$ cat src/wsd_pkg.sv
package wsd_pkg;

  localparam int unsigned PenaltyWidth = 40;
  localparam int unsigned WeightWidth  = 16;
  localparam int unsigned WeightFrac   = 14;
  localparam int unsigned CfgIndexWidth = 2;

  localparam logic [WeightWidth-1:0]  WeightOne    = 16'd16384;
  localparam logic [WeightWidth-1:0]  FalloffReset = 16'd14746;
  localparam logic [PenaltyWidth-1:0] VetoReset    = 40'd524288000;
  localparam logic [PenaltyWidth-1:0] MatchReset   = 40'd21845333;

  typedef enum logic [1:0] {
    VERDICT_VETO  = 2'd0,
    VERDICT_DOUBT = 2'd1,
    VERDICT_MATCH = 2'd2
  } verdict_e;

  typedef enum logic [CfgIndexWidth-1:0] {
    CFG_FALLOFF = 2'd0,
    CFG_VETO    = 2'd1,
    CFG_MATCH   = 2'd2
  } cfg_reg_e;

  typedef struct packed {
    logic [7:0] byte_a;
    logic [7:0] byte_b;
    logic       last;
  } in_t;

  typedef struct packed {
    verdict_e                 verdict;
    logic [PenaltyWidth-1:0]  penalty_sum;
  } out_t;

  // Controller to datapath.
  typedef struct packed {
    logic capture;
    logic mul;
    logic acc;
    logic finish;
  } cmd_t;

  // Datapath to controller.
  typedef struct packed {
    logic item_last;
    logic out_busy;
  } status_t;

endpackage

$ cat src/wsd_ctrl.sv
module wsd_ctrl (
  input  logic            clk_i,
  input  logic            rst_ni,
  input  logic            in_valid_i,
  output logic            in_stall_o,
  input  wsd_pkg::status_t status_i,
  output wsd_pkg::cmd_t    cmd_o
);

  typedef enum logic [3:0] {
    ST_IDLE = 4'b0001,
    ST_MUL  = 4'b0010,
    ST_ACC  = 4'b0100,
    ST_FIN  = 4'b1000
  } state_e;

  state_e state_q, state_d;

  always_comb begin
    state_d     = state_q;
    in_stall_o  = 1'b1;
    cmd_o       = '0;
    case (state_q)
      ST_IDLE: begin
        in_stall_o = 1'b0;
        if (in_valid_i) begin
          cmd_o.capture = 1'b1;
          state_d       = ST_MUL;
        end
      end
      ST_MUL: begin
        cmd_o.mul = 1'b1;
        state_d   = ST_ACC;
      end
      ST_ACC: begin
        cmd_o.acc = 1'b1;
        if (status_i.item_last) begin
          state_d = ST_FIN;
        end else begin
          // The next transaction can be taken while this one accumulates.
          in_stall_o = 1'b0;
          if (in_valid_i) begin
            cmd_o.capture = 1'b1;
            state_d       = ST_MUL;
          end else begin
            state_d = ST_IDLE;
          end
        end
      end
      ST_FIN: begin
        if (!status_i.out_busy) begin
          cmd_o.finish = 1'b1;
          state_d      = ST_IDLE;
        end
      end
      default: begin
        state_d = ST_IDLE;
      end
    endcase
  end

  always_ff @(posedge clk_i or negedge rst_ni) begin
    if (!rst_ni) begin
      state_q <= ST_IDLE;
    end else begin
      state_q <= state_d;
    end
  end

`ifndef SYNTHESIS
  a_accept_goes_mul: assert property (@(posedge clk_i) disable iff (!rst_ni)
    in_valid_i && !in_stall_o |=> state_q == ST_MUL)
    else $error("accepted transaction did not start the multiply step");
  a_fin_after_last: assert property (@(posedge clk_i) disable iff (!rst_ni)
    state_q == ST_ACC && status_i.item_last |=> state_q == ST_FIN)
    else $error("last transaction did not lead to the finish step");
  a_state_onehot: assert property (@(posedge clk_i) disable iff (!rst_ni)
    $onehot(state_q))
    else $error("controller state is not one-hot");
`endif

endmodule

$ cat src/wsd_dp.sv
module wsd_dp #(
  parameter int unsigned SIG_LEN = 32
) (
  input  logic                                   clk_i,
  input  logic                                   rst_ni,
  input  wsd_pkg::in_t                           in_data_i,
  input  wsd_pkg::cmd_t                          cmd_i,
  output wsd_pkg::status_t                       status_o,
  input  logic                                   cfg_we_i,
  input  logic [wsd_pkg::CfgIndexWidth-1:0]      cfg_index_i,
  input  logic [wsd_pkg::PenaltyWidth-1:0]       cfg_data_i,
  output logic                                   out_valid_o,
  input  logic                                   out_stall_i,
  output wsd_pkg::out_t                          out_data_o
);

  localparam int unsigned IdxWidth = $clog2(SIG_LEN + 1);
  localparam int unsigned PW = wsd_pkg::PenaltyWidth;
  localparam int unsigned WW = wsd_pkg::WeightWidth;

  logic [WW-1:0]       falloff_q;
  logic [PW-1:0]       veto_q;
  logic [PW-1:0]       match_q;

  wsd_pkg::in_t        in_q;
  logic [15:0]         dsq_q, dsq_d;
  logic [2*WW-1:0]     wprod_q, wprod_d;
  logic                active_q, active_d;
  logic                upd_q, upd_d;

  logic [IdxWidth-1:0] idx_q;
  logic [WW-1:0]       weight_q, weight_d;
  logic [PW-1:0]       acc_q, acc_d;

  wsd_pkg::out_t       out_q, out_d;
  logic                out_valid_q;

  logic [7:0]          diff;
  logic [2*WW-1:0]     term;
  logic [PW:0]         sum;
  logic [2*WW:0]       wround;
  logic [2*WW-wsd_pkg::WeightFrac:0] wshift;
  wsd_pkg::verdict_e   verdict;

  // Multiply step: squared difference and the candidate next weight.
  always_comb begin
    diff     = (in_q.byte_a >= in_q.byte_b) ? (in_q.byte_a - in_q.byte_b)
                                            : (in_q.byte_b - in_q.byte_a);
    dsq_d    = {8'b0, diff} * {8'b0, diff};
    wprod_d  = {{WW{1'b0}}, weight_q} * {{WW{1'b0}}, falloff_q};
    active_d = (idx_q != '0) && (idx_q < IdxWidth'(SIG_LEN));
    // The weight moves on after each index of the form 2^k - 1.
    upd_d    = active_d && ((idx_q & (idx_q + IdxWidth'(1))) == '0);
  end

  // Accumulate step.
  always_comb begin
    term   = {{(2*WW-16){1'b0}}, dsq_q} * {{WW{1'b0}}, weight_q};
    sum    = {1'b0, acc_q} + {{(PW+1-2*WW){1'b0}}, term};
    acc_d  = sum[PW] ? {PW{1'b1}} : sum[PW-1:0];
    wround = {1'b0, wprod_q} + (2*WW+1)'(1 << (wsd_pkg::WeightFrac - 1));
    wshift = wround[2*WW:wsd_pkg::WeightFrac];
    weight_d = (|wshift[2*WW-wsd_pkg::WeightFrac:WW]) ? {WW{1'b1}} : wshift[WW-1:0];
  end

  // Veto is tested first, so it wins when both limits hold.
  always_comb begin
    if (acc_q >= veto_q) begin
      verdict = wsd_pkg::VERDICT_VETO;
    end else if (acc_q <= match_q) begin
      verdict = wsd_pkg::VERDICT_MATCH;
    end else begin
      verdict = wsd_pkg::VERDICT_DOUBT;
    end
    out_d.verdict     = verdict;
    out_d.penalty_sum = acc_q;
  end

  always_ff @(posedge clk_i or negedge rst_ni) begin
    if (!rst_ni) begin
      falloff_q <= wsd_pkg::FalloffReset;
      veto_q    <= wsd_pkg::VetoReset;
      match_q   <= wsd_pkg::MatchReset;
    end else if (cfg_we_i) begin
      if (cfg_index_i == wsd_pkg::CFG_FALLOFF) begin
        falloff_q <= cfg_data_i[WW-1:0];
      end else if (cfg_index_i == wsd_pkg::CFG_VETO) begin
        veto_q <= cfg_data_i;
      end else if (cfg_index_i == wsd_pkg::CFG_MATCH) begin
        match_q <= cfg_data_i;
      end
    end
  end

  always_ff @(posedge clk_i) begin
    if (cmd_i.capture) begin
      in_q <= in_data_i;
    end
    if (cmd_i.mul) begin
      dsq_q   <= dsq_d;
      wprod_q <= wprod_d;
    end
    if (cmd_i.finish) begin
      out_q <= out_d;
    end
  end

  always_ff @(posedge clk_i or negedge rst_ni) begin
    if (!rst_ni) begin
      active_q    <= 1'b0;
      upd_q       <= 1'b0;
      idx_q       <= '0;
      weight_q    <= wsd_pkg::WeightOne;
      acc_q       <= '0;
      out_valid_q <= 1'b0;
    end else begin
      if (cmd_i.mul) begin
        active_q <= active_d;
        upd_q    <= upd_d;
      end
      if (cmd_i.acc) begin
        if (active_q) begin
          acc_q <= acc_d;
        end
        if (upd_q) begin
          weight_q <= weight_d;
        end
        if (idx_q < IdxWidth'(SIG_LEN)) begin
          idx_q <= idx_q + IdxWidth'(1);
        end
      end
      if (cmd_i.finish) begin
        idx_q    <= '0;
        weight_q <= wsd_pkg::WeightOne;
        acc_q    <= '0;
      end
      if (cmd_i.finish) begin
        out_valid_q <= 1'b1;
      end else if (!out_stall_i) begin
        out_valid_q <= 1'b0;
      end
    end
  end

  assign status_o.item_last = in_q.last;
  assign status_o.out_busy  = out_valid_q && out_stall_i;
  assign out_valid_o        = out_valid_q;
  assign out_data_o         = out_q;

`ifndef SYNTHESIS
  a_finish_clears: assert property (@(posedge clk_i) disable iff (!rst_ni)
    cmd_i.finish |=> acc_q == '0 && idx_q == '0 && weight_q == wsd_pkg::WeightOne)
    else $error("stream state not cleared after the last transaction");
  a_result_is_penalty: assert property (@(posedge clk_i) disable iff (!rst_ni)
    cmd_i.finish |=> out_q.penalty_sum == $past(acc_q))
    else $error("reported penalty differs from the accumulator");
  a_acc_monotonic: assert property (@(posedge clk_i) disable iff (!rst_ni)
    !cmd_i.finish |=> acc_q >= $past(acc_q))
    else $error("penalty decreased within a signature");
  a_no_overwrite: assert property (@(posedge clk_i) disable iff (!rst_ni)
    cmd_i.finish |-> !(out_valid_q && out_stall_i))
    else $error("pending result overwritten");
`endif

endmodule

$ cat src/weighted_signature_distance.sv
// Weighted squared distance between two byte signatures. One transaction
// carries one byte pair; a transaction with last set closes the signature
// and yields one result (verdict and final Q.14 penalty), all others yield
// none. The pair at index 0 and any pair at index SIG_LEN or beyond add
// nothing. Each transaction passes two steps: the multiply step forms the
// squared difference and the next weight product, and the accumulate step
// multiplies the term by the weight and accumulates. A closing transaction
// then takes a finish step to compare against the limits and load the output
// register, and waits there while an earlier result is still held by a
// stalled receiver. Write the configuration registers only while the block is idle.
module weighted_signature_distance #(
  parameter int unsigned SIG_LEN = 32
) (
  input  logic                                clk_i,
  input  logic                                rst_ni,
  input  logic                                in_valid_i,
  output logic                                in_stall_o,
  input  wsd_pkg::in_t                        in_data_i,
  output logic                                out_valid_o,
  input  logic                                out_stall_i,
  output wsd_pkg::out_t                       out_data_o,
  input  logic                                cfg_we_i,
  input  logic [wsd_pkg::CfgIndexWidth-1:0]   cfg_index_i,
  input  logic [wsd_pkg::PenaltyWidth-1:0]    cfg_data_i
);

  wsd_pkg::cmd_t    cmd;
  wsd_pkg::status_t status;

  wsd_ctrl u_ctrl (
    .clk_i      (clk_i),
    .rst_ni     (rst_ni),
    .in_valid_i (in_valid_i),
    .in_stall_o (in_stall_o),
    .status_i   (status),
    .cmd_o      (cmd)
  );

  wsd_dp #(
    .SIG_LEN (SIG_LEN)
  ) u_dp (
    .clk_i       (clk_i),
    .rst_ni      (rst_ni),
    .in_data_i   (in_data_i),
    .cmd_i       (cmd),
    .status_o    (status),
    .cfg_we_i    (cfg_we_i),
    .cfg_index_i (cfg_index_i),
    .cfg_data_i  (cfg_data_i),
    .out_valid_o (out_valid_o),
    .out_stall_i (out_stall_i),
    .out_data_o  (out_data_o)
  );

endmodule
$ cat config.mk
export PLATFORM = sky130hd
export DESIGN_NAME = weighted_signature_distance
export DESIGN_NICKNAME = d
export VERILOG_FILES = /design/src/wsd_pkg.sv /design/src/wsd_ctrl.sv /design/src/wsd_dp.sv /design/src/weighted_signature_distance.sv
export SDC_FILE = /design/constraint.sdc
export NUM_CORES = 2
export LEC_CHECK = 0
export BUFFER_PORTS_ARGS = -buffer_cell sky130_fd_sc_hd__buf_2
export CAP_MARGIN = 25
export CORE_MARGIN = 2
export CORE_UTILIZATION = 40
export DETAILED_ROUTE_END_ITERATION = 16
export SETUP_SLACK_MARGIN = 0.02
export SLEW_MARGIN = 30
export SYNTH_ARGS = -nofsm -noshare
export SYNTH_HDL_FRONTEND = slang
export SYNTH_SLANG_ARGS = --single-unit
$ cat constraint.sdc
create_clock -name clk_i -period 12.3 [get_ports clk_i]
set_clock_uncertainty 0.05 [all_clocks]
set_input_delay 0 -clock clk_i [delete_from_list [all_inputs] [get_ports clk_i]]
set_output_delay 0 -clock clk_i [all_outputs]
set_load 0.02 [all_outputs]
==> results.txt <==
I/O Buffers -> 107
Vias post-DR -> 22,100
Fill count -> 7,513
Hold Fails Final Rpt -> 2
Fin crit period -> 7.39 ns
Failing checks -> hold timing
CTS clk-pin slew, worst paths -> 0.06 ns
Main flop type after synthesis -> dfrtp_1
Final worst-path cycle share -> 0.601
Reg-to-Reg Start -> u_dp.weight_q[9]
Endpoint arrival time on the critical path -> 7.86 ns
Status -> finished with violations
DR pass1 iterations -> 5
Synthesized cell area -> 0.0313 mm²
Share of post-route cells with drive strength above 1 -> 0.0992
Die extent in y -> 284 µm
Iteration-0 DRC Markers -> 1,248
Diodes inserted -> 0
Seq cells post-synth -> 258
Max Clk Rate -> 135 MHz
Final setup viols -> 0
Worst Setup End Kind -> register
CTS H-tree lvls -> 1
Worst Setup SP -> u_dp.weight_q[9]
CP Class -> reg -> reg
Worst Reg2Reg Path Length in Cells -> 23
Final wirelength -> 72,900 µm
Measured slew at the worst slew-check pin -> 0.921 ns
Placer Congestion -> 0.837
CTS tree -> built
FF/Latch Area -> 0.00696 mm²
Largest net degree at the start of global routing -> 103
Commonest cells after routing, fill and taps aside -> inv_1 (709), fa_1 (438), nand2_1 (373)
Warnings from Yosys -> 0
CTS max path bufs -> 3
Antenna violation net count after detailed routing -> 0
Number of antenna violations at the first check in global routing -> 0
Clk_lat worst skew -> 0.63 ns
Layout Nets -> 4,209
EDFF count, synth -> 93
Max FO, Critical Path -> 21
Cells after Synth -> 3,249
Die Width -> 284 µm
Leading cell type in the layout, fill and taps excluded -> inv_1
Die footprint -> 0.0806 mm²
Fin Setup TNS -> 0 ns
I/O pin count -> 108
Layout overhead on the synthesized area -> 10.4%
Vias in the first global route -> 23,000
Initial Utilization -> 0.404
Detailed placement HPWL -> 55,700 µm
DR DRC count -> 0
Multi-input gate area -> 0.0213 mm²
Worst path required time -> 12.77 ns
Tightest Hold Check Type -> in -> async
GRT Total Usage -> 0.187
Mapped Avg Cell Area -> 9.64 µm²
CTS Buf Count -> 31
Max Cap Violations -> 0
Reg-to-reg endpoint -> u_dp.acc_q[35]
Flop-to-flop setup slack -> 4.91 ns
RSZ-0062 raised after global routing -> false
Average wire per standard cell -> 16.5 µm
Placeable Area -> 0.0775 mm²
Worst setup path end -> u_dp.acc_q[35]
First-pass GRT wire length -> 122,000 µm
CTS sink cnt -> 258
Final Max Tran Viols -> 0
Final hold slack -> -0.00728 ns
Critical path launch point type -> register
Yosys cell types -> 70
Via/cell ratio -> 5.00
Max-slew headroom -> 0.386
Gr ovfl total -> 0
Std-Cell Rows -> 102
Post-synthesis sequential area ratio -> 0.222
Synth async-reset ratio -> 0.640
Root cell of the clock tree -> clkbuf_16
-- how the worst min path moves through the flow --
stage | start | to | slack [ns] | depth (start not counted)
after detailed placement | rst_ni | u_dp.veto_q[1] | 0.07 | 1
after global routing | in_data_i[15] | u_dp.in_q[15] | 0.04 | 2
after CTS | rst_ni | u_dp.match_q[5] | 0.006 | 2
after floorplan | rst_ni | u_ctrl.state_q[1] | -0.35 | 0
after global placement | in_data_i[12] | u_dp.in_q[12] | 0.13 | 1
final | rst_ni | u_dp.match_q[1] | -0.007 | 2
-- per-layer routing --
metal	GRT usage	routed length, µm	up-vias
met5	0	0	-
met3	0.0228	3370	87
li1	-	-	10400
met4	0.0448	1750	0
met2	0.314	34800	458
met1	0.258	33000	11200
-- cell usage after synthesis (4+ instances only) --
master    instances  share of area
nand2_1         373          0.045
buf_1             9         0.0011
o21bai_1          9         0.0022
dfstp_2          29          0.024
and2_1          203          0.041
and3_1           15         0.0030
o21a_1           14         0.0034
edfxtp_1         93          0.089
a211o_1           4         0.0011
o31ai_1          10         0.0024
fa_1            438           0.28
clkbuf_1        108          0.013
ha_1            345           0.14
xnor2_1          54          0.015
nand3_1          29         0.0046
inv_1           710          0.085
o21ai_0          65          0.010
a31oi_1          21         0.0042
dfrtp_1         136           0.11
xor2_1           24         0.0067
and4_1            6         0.0017
a21boi_0          6         0.0014
a21oi_1         131          0.021
nor2b_1          19         0.0038
a221o_1           4         0.0013
mux2_2           97          0.035
a211oi_1         13         0.0031
nand2b_1         14         0.0028
nand4_1          28         0.0056
or2_2             8         0.0016
a21o_1           53          0.013
nor2_1           91          0.011
mux2i_1           7         0.0022
nor3_1           26         0.0042
-- critical path, stage by stage, from the launching register on --
cell and delay (ns):
dfrtp_1 0.63, buf_4 0.38, nand2_1 0.13, fa_1 0.56, inv_1 0.05, fa_1 0.49, inv_1 0.05, fa_1 0.47
inv_1 0.05, fa_1 0.51, fa_1 0.54, inv_1 0.05, fa_1 0.53, inv_1 0.04, ha_1 0.36, and3_1 0.29
a41oi_1 0.14, o211ai_1 0.17, and3_1 0.21, a21oi_1 0.08, a21o_1 0.26, a211oi_4 0.73, nor2_2 0.21, a311oi_1 0.31
-- stage by stage --
step / cell area, µm² / setup WS, ns / cells / util / hold slack (ns)
after floorplan: 31300 / 5.69 / 3255 / - / -0.346
after global placement: 32900 / 4.94 / 4306 / 0.425 / 0.126
after detailed placement: 32900 / 4.76 / 4306 / 0.425 / 0.0717
after CTS: 34600 / 4.75 / 4427 / 0.446 / 0.00631
after global routing: 34600 / 4.45 / 4427 / 0.446 / 0.0356
final: 34600 / 4.91 / 4427 / 0.446 / -0.00728
-- cells by family after synthesis --
| group | share of synthesized area |
|---|---|
| and+or+nand+nor | 0.128 |
| AOI/OAI and AO/OA | 0.0725 |
| muxes | 0.0371 |
| DFF | 0.222 |
| other | 0.000240 |
| buffers and inverters | 0.0999 |
| adders and majority gates | 0.418 |
| xor gates and xnor gates | 0.0223 |
-- registers in the layout, summed over array words and instances, names as in the netlist --
signal,count
u_dp.out_data_o,42
u_dp.acc_q,40
u_dp.match_q,40
u_dp.veto_q,40
u_dp.wprod_q,19
u_dp.falloff_q,16
u_dp.in_q,16
u_dp.weight_q,16
u_dp.dsq_q,15
u_dp.idx_q,6
u_ctrl.state_q,4
u_dp.active_q,1
u_dp.out_valid_o,1
u_dp.status_o,1
u_dp.upd_q,1
-- repair_timing --
action / CTS / global route
setup buffers: 0 / 0
endpoints found under the hold margin: 235 / 0
hold buffers: 63 / 0
resized for setup: 0 / 0
-- final cells by class --
class | instances | share of cell area
Clock inverter | 17 | 0.00470
Sequential cell | 258 | 0.201
Multi-Input combinational cell | 2166 | 0.615
Tap cell | 1040 | 0.0376
Clock buffer | 41 | 0.0250
Inverter | 710 | 0.0771
Timing Repair Buffer | 195 | 0.0394
Power is not shown: default switching activity piles up to over one toggle a cycle in this logic, so the estimate is an artifact.
